**src/hw/rtl/ecal_pkg.sv**
```systemverilog
// ----------------------------------------------------------------------------
// ecal_pkg: shared types and constants for the epoch-to-calendar converter
// Holds field widths, pipeline depth, the reciprocal constants used for
// division by constants, and the small month-start table.
// ----------------------------------------------------------------------------
package ecal_pkg;

  // Pipeline depth in register stages, input register through output register.
  localparam int unsigned LAT = 11;
  // Stages 1..3 belong to the seconds splitter; the rest follow it.
  localparam int unsigned SPLIT_STAGES = 3;
  localparam int unsigned TAIL_STAGES  = LAT - SPLIT_STAGES;

  localparam logic [37:0] LAST_SECOND = 38'd253402300799;

  // Divisors. 86400 is 675 shifted left by 7.
  localparam longint unsigned DayOdd     = 675;
  localparam longint unsigned DaysPerEra = 146097;
  localparam longint unsigned DaysToEpoch = 719468;
  localparam longint unsigned Days4Yr    = 1460;
  localparam longint unsigned Days100Yr  = 36524;
  localparam longint unsigned DaysYr     = 365;

  // Reciprocals: ceil(2^k / d), exact for the operand widths in use.
  localparam logic [31:0] M_DAY  = 32'(((64'd1 << 41) + DayOdd - 1) / DayOdd);
  localparam logic [22:0] M_WK   = 23'(((64'd1 << 25) + 64'd6) / 64'd7);
  localparam logic [15:0] M_MIN  = 16'(((64'd1 << 19) + 64'd14) / 64'd15);
  localparam logic [9:0]  M_HR   = 10'(((64'd1 << 13) + 64'd14) / 64'd15);
  localparam logic [22:0] M_ERA  = 23'(((64'd1 << 40) + DaysPerEra - 1) / DaysPerEra);
  localparam logic [18:0] M_Q4   = 19'(((64'd1 << 29) + Days4Yr - 1) / Days4Yr);
  localparam logic [18:0] M_YR   = 19'(((64'd1 << 27) + DaysYr - 1) / DaysYr);
  localparam logic [9:0]  M_CENT = 10'(((64'd1 << 16) + 64'd99) / 64'd100);
  localparam logic [11:0] M_MP   = 12'(((64'd1 << 19) + 64'd152) / 64'd153);

  // Time of day and weekday of one item.
  typedef struct packed {
    logic [2:0] weekday;
    logic [4:0] hour;
    logic [5:0] minute;
    logic [5:0] second;
  } ecal_tod_t;

  // Calendar date of one item.
  typedef struct packed {
    logic [13:0] year;
    logic [3:0]  month;
    logic [4:0]  day;
  } ecal_date_t;

  // Day of a March-based year on which month index mp starts.
  function automatic logic [8:0] month_start(input logic [3:0] mp);
    logic [8:0] r;
    unique case (mp)
      4'd0:    r = 9'd0;
      4'd1:    r = 9'd31;
      4'd2:    r = 9'd61;
      4'd3:    r = 9'd92;
      4'd4:    r = 9'd122;
      4'd5:    r = 9'd153;
      4'd6:    r = 9'd184;
      4'd7:    r = 9'd214;
      4'd8:    r = 9'd245;
      4'd9:    r = 9'd275;
      4'd10:   r = 9'd306;
      4'd11:   r = 9'd337;
      default: r = 9'd0;
    endcase
    return r;
  endfunction

endpackage

```
**src/hw/rtl/ecal_split.sv**
```systemverilog
// ----------------------------------------------------------------------------
// ecal_split: seconds count to day count and second of day
// Three stages: input register, reciprocal multiply by 1/675 on the count
// shifted right by 7, then the day count and the remainder within the day.
// ----------------------------------------------------------------------------
module ecal_split (
  input  logic                                   clk,
  input  logic [ecal_pkg::SPLIT_STAGES-1:0]      en,
  input  logic [37:0]                            epoch_seconds,
  output logic [21:0]                            days,
  output logic [16:0]                            sec_of_day,
  output logic                                   oor
);
  import ecal_pkg::*;

  logic [37:0] secs1;
  logic        oor1;
  logic [62:0] prod2;
  logic [30:0] q2;
  logic [6:0]  lo2;
  logic        oor2;
  logic [21:0] days_c;
  logic [9:0]  rq_c;

  // Stage 1: capture the item and flag counts beyond year 9999.
  always_ff @(posedge clk) begin
    if (en[0]) begin
      secs1 <= epoch_seconds;
      oor1  <= epoch_seconds > LAST_SECOND;
    end
  end

  // Stage 2: multiply by the reciprocal of 675.
  always_ff @(posedge clk) begin
    if (en[1]) begin
      prod2 <= 63'(secs1[37:7]) * 63'(M_DAY);
      q2    <= secs1[37:7];
      lo2   <= secs1[6:0];
      oor2  <= oor1;
    end
  end

  // Stage 3: day count, and the remainder rebuilt from the low bits.
  always_comb begin
    days_c = prod2[62:41];
    rq_c   = 10'(q2 - 31'(days_c) * 31'(DayOdd));
  end

  always_ff @(posedge clk) begin
    if (en[2]) begin
      days       <= days_c;
      sec_of_day <= {rq_c, lo2};
      oor        <= oor2;
    end
  end

endmodule

```
**src/hw/rtl/ecal_clock.sv**
```systemverilog
// ----------------------------------------------------------------------------
// ecal_clock: weekday and time of day
// Hour, minute and second come from the second of day through two
// reciprocal multiplies by 1/15; the weekday from the day count modulo 7.
// A short delay line aligns the result with the date path.
// ----------------------------------------------------------------------------
module ecal_clock (
  input  logic                               clk,
  input  logic [ecal_pkg::TAIL_STAGES-1:0]   en,
  input  logic [21:0]                        days,
  input  logic [16:0]                        sec_of_day,
  output ecal_pkg::ecal_tod_t                tod
);
  import ecal_pkg::*;

  localparam int unsigned DLY = TAIL_STAGES - 3;

  logic [21:0] dp4_c;
  logic [21:0] dp4_r;
  logic [44:0] wprod4;
  logic [30:0] mprod4;
  logic [16:0] rem4;
  logic [19:0] q7_c;
  logic [10:0] mins_c;
  logic [2:0]  wk5;
  logic [5:0]  sec5;
  logic [10:0] mins5;
  logic [18:0] hprod5;
  logic [4:0]  hr_c;
  ecal_tod_t   tod6;
  ecal_tod_t   dly [DLY];

  // Stage 4: reciprocal products for the weekday and the minute count.
  assign dp4_c = days + 22'd4;

  always_ff @(posedge clk) begin
    if (en[0]) begin
      dp4_r  <= dp4_c;
      wprod4 <= 45'(dp4_c) * 45'(M_WK);
      mprod4 <= 31'(sec_of_day[16:2]) * 31'(M_MIN);
      rem4   <= sec_of_day;
    end
  end

  // Stage 5: weekday, minute of day and second; start the hour divide.
  always_comb begin
    q7_c   = 20'(wprod4 >> 25);
    mins_c = 11'(mprod4 >> 19);
  end

  always_ff @(posedge clk) begin
    if (en[1]) begin
      wk5    <= 3'(dp4_r - 22'(q7_c) * 22'd7);
      sec5   <= 6'(rem4 - 17'(mins_c) * 17'd60);
      mins5  <= mins_c;
      hprod5 <= 19'(mins_c[10:2]) * 19'(M_HR);
    end
  end

  // Stage 6: hour and minute of hour.
  assign hr_c = 5'(hprod5 >> 13);

  always_ff @(posedge clk) begin
    if (en[2]) begin
      tod6.weekday <= wk5;
      tod6.hour    <= hr_c;
      tod6.minute  <= 6'(mins5 - 11'(hr_c) * 11'd60);
      tod6.second  <= sec5;
    end
  end

  // Delay line up to the output stage.
  always_ff @(posedge clk) begin
    for (int i = 0; i < DLY; i++) begin
      if (en[3 + i]) begin
        dly[i] <= (i == 0) ? tod6 : dly[(i == 0) ? 0 : i - 1];
      end
    end
  end

  assign tod = dly[DLY-1];

endmodule

```
**src/hw/rtl/ecal_civil.sv**
```systemverilog
// ----------------------------------------------------------------------------
// ecal_civil: day count to year, month and day of month
// Closed-form conversion over 400-year eras counted from 0000-03-01, at most one
// reciprocal multiply per stage, eight stages in all.
// ----------------------------------------------------------------------------
module ecal_civil (
  input  logic                               clk,
  input  logic [ecal_pkg::TAIL_STAGES-1:0]   en,
  input  logic [21:0]                        days,
  output ecal_pkg::ecal_date_t               date
);
  import ecal_pkg::*;

  logic [21:0] z_c;
  logic [21:0] z4;
  logic [44:0] eprod4;
  logic [4:0]  era_c;
  logic [4:0]  era5, era6, era7, era8, era9, era10;
  logic [17:0] doe5, doe6, doe7, doe8;
  logic [36:0] aprod6;
  logic [2:0]  b6;
  logic        c6;
  logic [6:0]  a_c;
  logic [17:0] t_c;
  logic [36:0] yprod7;
  logic [8:0]  yoe_c;
  logic [8:0]  yoe8, yoe9, yoe10;
  logic [18:0] cprod8;
  logic [1:0]  c100_c;
  logic [8:0]  doy9, doy10;
  logic [10:0] x_c;
  logic [22:0] mprod10;
  logic [3:0]  mp_c;
  logic [3:0]  m_c;

  // Stage 4: shift the origin to 0000-03-01 and divide by the era length.
  assign z_c = 22'(days + 22'(DaysToEpoch));

  always_ff @(posedge clk) begin
    if (en[0]) begin
      z4     <= z_c;
      eprod4 <= 45'(z_c) * 45'(M_ERA);
    end
  end

  // Stage 5: era and day of era.
  assign era_c = 5'(eprod4 >> 40);

  always_ff @(posedge clk) begin
    if (en[1]) begin
      era5 <= era_c;
      doe5 <= 18'(z4 - 22'(era_c) * 22'(DaysPerEra));
    end
  end

  // Stage 6: leap-day corrections within the era.
  always_ff @(posedge clk) begin
    if (en[2]) begin
      era6   <= era5;
      doe6   <= doe5;
      aprod6 <= 37'(doe5) * 37'(M_Q4);
      b6     <= 3'(doe5 >= 18'(Days100Yr)) + 3'(doe5 >= 18'(2 * Days100Yr))
              + 3'(doe5 >= 18'(3 * Days100Yr)) + 3'(doe5 >= 18'(4 * Days100Yr));
      c6     <= doe5 == 18'(DaysPerEra - 1);
    end
  end

  // Stage 7: corrected day count, divided by the year length.
  always_comb begin
    a_c = 7'(aprod6 >> 29);
    t_c = doe6 - 18'(a_c) + 18'(b6) - 18'(c6);
  end

  always_ff @(posedge clk) begin
    if (en[3]) begin
      era7   <= era6;
      doe7   <= doe6;
      yprod7 <= 37'(t_c) * 37'(M_YR);
    end
  end

  // Stage 8: year of era, and its century count.
  assign yoe_c = 9'(yprod7 >> 27);

  always_ff @(posedge clk) begin
    if (en[4]) begin
      era8   <= era7;
      doe8   <= doe7;
      yoe8   <= yoe_c;
      cprod8 <= 19'(yoe_c) * 19'(M_CENT);
    end
  end

  // Stage 9: day of the March-based year.
  assign c100_c = 2'(cprod8 >> 16);

  always_ff @(posedge clk) begin
    if (en[5]) begin
      era9 <= era8;
      yoe9 <= yoe8;
      doy9 <= 9'(doe8 - (18'(yoe8) * 18'(DaysYr) + 18'(yoe8[8:2]) - 18'(c100_c)));
    end
  end

  // Stage 10: month index by multiplying by the reciprocal of 153.
  assign x_c = 11'(doy9) * 11'd5 + 11'd2;

  always_ff @(posedge clk) begin
    if (en[6]) begin
      era10   <= era9;
      yoe10   <= yoe9;
      doy10   <= doy9;
      mprod10 <= 23'(x_c) * 23'(M_MP);
    end
  end

  // Stage 11: month, day and year; January and February belong to the next year.
  always_comb begin
    mp_c = 4'(mprod10 >> 19);
    m_c  = (mp_c < 4'd10) ? 4'(mp_c + 4'd3) : 4'(mp_c - 4'd9);
  end

  always_ff @(posedge clk) begin
    if (en[7]) begin
      date.month <= m_c;
      date.day   <= 5'(doy10 - month_start(mp_c) + 9'd1);
      date.year  <= 14'(yoe10) + 14'(era10) * 14'd400 + 14'(m_c <= 4'd2);
    end
  end

endmodule

```
**src/hw/rtl/epoch_seconds_to_calendar.sv**
```systemverilog
// ----------------------------------------------------------------------------
// epoch_seconds_to_calendar: seconds since 1970 to UTC weekday, date and time
//
//  Channel | Direction | Bits   | Contents
//  s_*     | in        | 40     | tdata: epoch_seconds
//  m_*     | out       | 48 + 1 | tdata: weekday, year, month, day, hour, minute, second
//          |           |        | tuser: out_of_range flag
//
// One item enters per cycle unless a stall holds it; each result passes through
// the 11 register stages of the whole path.
// Each stage has a valid bit and loads when it is empty or its successor
// moves, so bubbles close up and a stall on m_tready holds every item.
// Reset clears the valid bits only; the data registers are not reset.
// ----------------------------------------------------------------------------
module epoch_seconds_to_calendar (
  input  logic        clk,
  input  logic        rst,
  input  logic        s_tvalid,
  output logic        s_tready,
  // [37:0] epoch_seconds
  input  logic [39:0] s_tdata,
  output logic        m_tvalid,
  input  logic        m_tready,
  // [2:0] weekday, [16:3] year, [20:17] month, [25:21] day_of_month,
  // [30:26] hour, [36:31] minute, [42:37] second
  output logic [47:0] m_tdata,
  // [0] out_of_range
  output logic        m_tuser
);
  import ecal_pkg::*;

  logic [LAT:1] v;
  logic [LAT:1] en;
  logic [21:0]  days;
  logic [16:0]  sec_of_day;
  logic         oor3;
  logic         oor_d [LAT-SPLIT_STAGES];
  logic         oor_out;
  ecal_tod_t    tod;
  ecal_date_t   date;

  // Stage enables ripple back from the output.
  always_comb begin
    en[LAT] = !v[LAT] || m_tready;
    for (int i = LAT - 1; i >= 1; i--) begin
      en[i] = !v[i] || en[i+1];
    end
  end

  assign s_tready = en[1];
  assign m_tvalid = v[LAT];

  // Valid bits travel with the items.
  always_ff @(posedge clk) begin
    if (rst) begin
      v <= '0;
    end else begin
      for (int i = 1; i <= LAT; i++) begin
        if (en[i]) begin
          v[i] <= (i == 1) ? s_tvalid : v[(i == 1) ? 1 : i - 1];
        end
      end
    end
  end

  // Out-of-range flag follows the tail stages.
  always_ff @(posedge clk) begin
    for (int i = 0; i < LAT - SPLIT_STAGES; i++) begin
      if (en[SPLIT_STAGES + 1 + i]) begin
        oor_d[i] <= (i == 0) ? oor3 : oor_d[(i == 0) ? 0 : i - 1];
      end
    end
  end

  assign oor_out = oor_d[LAT-SPLIT_STAGES-1];

  ecal_split u_split (
    .clk           (clk),
    .en            (en[SPLIT_STAGES:1]),
    .epoch_seconds (s_tdata[37:0]),
    .days          (days),
    .sec_of_day    (sec_of_day),
    .oor           (oor3)
  );

  ecal_clock u_clock (
    .clk        (clk),
    .en         (en[LAT:SPLIT_STAGES+1]),
    .days       (days),
    .sec_of_day (sec_of_day),
    .tod        (tod)
  );

  ecal_civil u_civil (
    .clk  (clk),
    .en   (en[LAT:SPLIT_STAGES+1]),
    .days (days),
    .date (date)
  );

  // Out-of-range items carry only the flag.
  assign m_tdata = oor_out ? 48'd0
                           : {5'd0, tod.second, tod.minute, tod.hour,
                              date.day, date.month, date.year, tod.weekday};
  assign m_tuser = oor_out;

  // A valid date has a real month and day.
  a_date_range: assert property (@(posedge clk) disable iff (rst)
    m_tvalid && !oor_out |-> date.month >= 4'd1 && date.month <= 4'd12
                             && date.day >= 5'd1)
    else $error("month or day of month out of range");

  // Time of day and weekday stay within their counts.
  a_tod_range: assert property (@(posedge clk) disable iff (rst)
    m_tvalid && !oor_out |-> tod.hour < 5'd24 && tod.minute < 6'd60
                             && tod.second < 6'd60 && tod.weekday < 3'd7)
    else $error("time of day or weekday out of range");

  // Years in range start at the epoch and end at 9999.
  a_year_range: assert property (@(posedge clk) disable iff (rst)
    m_tvalid && !oor_out |-> date.year >= 14'd1970 && date.year <= 14'd9999)
    else $error("year out of range");

endmodule
```
**config.mk**
```make
export PLATFORM = sky130hd
export DESIGN_NAME = epoch_seconds_to_calendar
export DESIGN_NICKNAME = d
export VERILOG_FILES = /design/src/hw/rtl/ecal_pkg.sv /design/src/hw/rtl/ecal_split.sv /design/src/hw/rtl/ecal_clock.sv /design/src/hw/rtl/ecal_civil.sv /design/src/hw/rtl/epoch_seconds_to_calendar.sv
export SDC_FILE = /design/constraint.sdc
export NUM_CORES = 2
export LEC_CHECK = 0
export BUFFER_PORTS_ARGS = -buffer_cell sky130_fd_sc_hd__buf_2
export CAP_MARGIN = 20
export CORE_MARGIN = 2
export CORE_UTILIZATION = 50
export DETAILED_ROUTE_END_ITERATION = 10
export GPL_ROUTABILITY_DRIVEN = 0
export PLACE_DENSITY = 0.66
export SLEW_MARGIN = 30
export SYNTH_ARGS = -nofsm -noshare
export SYNTH_HDL_FRONTEND = slang
export SYNTH_SLANG_ARGS = --single-unit
```
**constraint.sdc**
```tcl
create_clock -name clk -period 10.05 [get_ports clk]
set_input_delay 0.5025 -clock clk [delete_from_list [all_inputs] [get_ports clk]]
set_output_delay 0.5025 -clock clk [all_outputs]
set_load 0.02 [all_outputs]
```
==> flow_metrics.py <==
metrics = {
    "timing": {
        "skew_ps": 48.1,
        "fin_crit_sh_pct": 90.2,
        "setup_viol": 0,
        "slew_viol_final": 0,
        "fmax_mhz": 110,
        "layout_min_cycle_time_ps": 9070,
        "whs_ps": 54.7,
        "fin_setup_tns_ps": 0,
        "hold_violations": 0,
        "tightest_slew_ps": 885,
        "maxSlewHeadroom_pct": 40.5,
        "grt_setup_unrepaired": "false",
    },
    "floorplanning": {
        "die-area_um2": 130000,
        "pin_count": 95,
        "die-height_um": 360,
        "start_util_pct": 50.5,
        "num_rows": 130,
        "coreArea_um2": 126000,
        "die_x_um": 360,
    },
    "synth": {
        "netlist_instances": 5450,
        "syn_area_per_cell_um2": 11.6,
        "ys_warn_count": 0,
        "synth_seq_cells": 500,
        "async_reset_ff_share_pct": 0,
        "ys_types": 80,
        "synth-seq-area-share_pct": 23.4,
        "synth_edf_count": 484,
        "synthFlopType": "edfxtp_1",
        "syn_area_um2": 63500,
    },
    "critical_path": {
        "critical_path_arrival_ps": 9400,
        "path_max_fanout": 3,
        "r2r_slack_ps": 980,
        "crit_required_ps": 10380,
        "reg2reg_from": "u_civil.c6",
        "end_kind": "flip-flop",
        "r2r_cells": 37,
        "endpoint": "u_civil.yprod7[35]",
        "crit_path_start_kind": "flip-flop",
        "critPathLaunch": "u_civil.c6",
        "path_common_cell": "fa_1",
        "rr_endpoint": "u_civil.yprod7[35]",
        "setup.worst_path.class": "flip-flop to flip-flop",
        "cp_slowest_cell": "fa_1",
        "slowest_delay_ps": 540,
    },
    "cts": {
        "cts_sinks": 500,
        "cts_setup_buffers": 0,
        "clock_path_buffers": 3,
        "cts_root_buffer": "clkbuf_16",
        "cts_tree": "yes",
        "cts-hold-fix-buffers": 0,
        "htree_num_levels": 2,
        "cts-buffers-inserted": 53,
        "cts_resized": 0,
        "clkTransAtPathRegs_ps": 60,
        "worstSkewPairLatency_ps": 630,
    },
    "global_routing": {
        "first_global_vias": 39605,
        "antenna_found_initial": 6,
        "overflow": 0,
        "grt_max_degree": 50,
        "track_usage_pct": 20.3,
        "grt_pass1_wl_um": 209000,
    },
    "routing": {
        "viasPerCell": 5.05,
        "dr.pass1.iters": 5,
        "ant_nets": 0,
        "drc": 0,
        "vias": 37011,
        "drt_iter0_markers": 1653,
        "routedWlPerCell_um": 17.0,
        "totalWireLength_um": 125000,
    },
    "min_path": {
        "hold_class": "input pin to flip-flop",
    },
    "final_layout": {
        "layout-drive-gt1-share_pct": 4.60,
        "diodes": 0,
        "nNetsFinal": 8010,
        "area_growth_pct": 7.37,
        "stdcell_count": 7325,
        "postLayoutCoreUtil_pct": 54.2,
    },
    "placed_design": {
        "place_hpwl_um": 109000,
        "dp_cells": 7225,
        "port_buffers": 87,
    },
    "status": {
        "run_status": "finished clean",
    },
    "run": {
        "cap_violations": 0,
    },
}
==> cells in the mapped netlist (6+ instances only) <==
library cell	n	area share (%)
ha_1	1472	29
xor2_1	76	1.0
xnor2_1	176	2.4
nor3_1	38	0.30
nor2b_1	61	0.60
edfxtp_1	484	23
a31oi_1	11	0.11
and3_1	16	0.16
o21ai_1	17	0.13
dfxtp_1	16	0.50
a21o_1	71	0.84
or3_1	9	0.089
nand2b_1	12	0.12
nor4_1	7	0.069
nor2_1	119	0.70
clkbuf_1	11	0.065
nand4_1	30	0.30
o2111ai_1	8	0.11
and2_1	6	0.059
a21oi_1	119	0.94
o21bai_1	18	0.21
a211oi_1	10	0.12
fa_1	864	27
or2_2	7	0.069
o21a_1	35	0.41
o211ai_1	8	0.095
a41o_1	6	0.095
nand2_1	72	0.43
o21ai_0	41	0.32
inv_1	1500	8.9
nand3_1	41	0.32
==> state kept, by name, summed over array words and instances (netlist names), 10 cells and up, named ones only <==
name	count
u_civil.date	23
u_clock.dly	100
u_civil.doe5	18
u_civil.doe6	18
u_clock.mprod4	11
v	11
u_civil.z4	18
u_split.sec_of_day	17
u_split.days	22
u_split.prod2	22
u_split.q2	10
u_split.secs1	38
u_clock.tod6	20
==> worst min path at each step <==
stage	from	to	slack, ps	cells past startpoint
after floorplan	u_split.oor	oor_d[0][0]	400	0
after global placement	u_split.prod2[59]	u_split.days[18]	400	0
after detailed placement	oor_d[1][1]	oor_d[1][2]	400	0
after CTS	s_tdata[5]	u_split.secs1[5]	8	1
after global routing	s_tdata[5]	u_split.secs1[5]	10	1
final	s_tdata[5]	u_split.secs1[5]	50	1
==> cells by family (layout without fill, tap and decap cells) <==
group | after synthesis | count (layout) | share of synthesized area [%]
DFF | 500 | 500 | 23.4
xor gates and xnor gates | 253 | 253 | 3.51
other | 1 | 5 | 0.00591
AOI/OAI and AO/OA | 404 | 404 | 4.30
buffers and inverters | 1517 | 1738 | 9.00
muxes | 5 | 5 | 0.0946
and+or+nand+nor | 434 | 434 | 3.43
adders and majority gates | 2336 | 2336 | 56.3
==> stage by stage <==
step | instance area, um2 | setup slack [ps]
after global routing | 68200 | 243
after global placement | 66300 | 781
final | 68200 | 980
after detailed placement | 66300 | 1010
after CTS | 68100 | 922
after floorplan | 63500 | 1340
==> critical path, delay by kind of cell (launching register included) <==
kind            cells  cell delay [ps]
compound gates     14             2500
simple gates        3              500
fa+ha+maj          11             4540
buf+inv             7              370
xor+xnor            2              530
flops               1              330
==> cells in the final DEF (no fill, tap or decap), types with 10 or more instances in the layout <==
master / n
nor2_1: 119
dfxtp_1: 16
xnor2_1: 175
nor2b_1: 61
edfxtp_1: 484
nand2b_1: 12
nor3_1: 38
nand2_1: 69
buf_4: 49
clkbuf_1: 10
a211oi_1: 10
fa_1: 864
buf_2: 87
inv_1: 1498
nand4_1: 30
nand3_1: 38
a31oi_1: 11
a21o_1: 71
a21oi_1: 119
and3_1: 16
xor2_1: 76
o21a_1: 35
clkbuf_16: 53
o21bai_1: 18
o21ai_0: 41
ha_1: 1472
o21ai_1: 17
==> metal layers <==
layer / global-route usage, % / part of all wire (%)
met1: 28.0 / 46
met2: 34.2 / 47
met3: 2.62 / 4.1
met4: 4.83 / 2.5
met5: 0 / 0.013
==> area by class of cell <==
cell class / instances / area, um2
Tap cell: 1650 / 2060
Inverter: 1501 / 5640
Fill cell: 10774 / 57600
Multi-Input combinational cell: 3437 / 43000
Clock inverter: 34 / 403
Clock buffer: 66 / 1410
Sequential cell: 500 / 14900
Timing Repair Buffer: 137 / 815
Power is not shown: default switching activity piles up to over one toggle a cycle in this logic, so the estimate is an artifact.
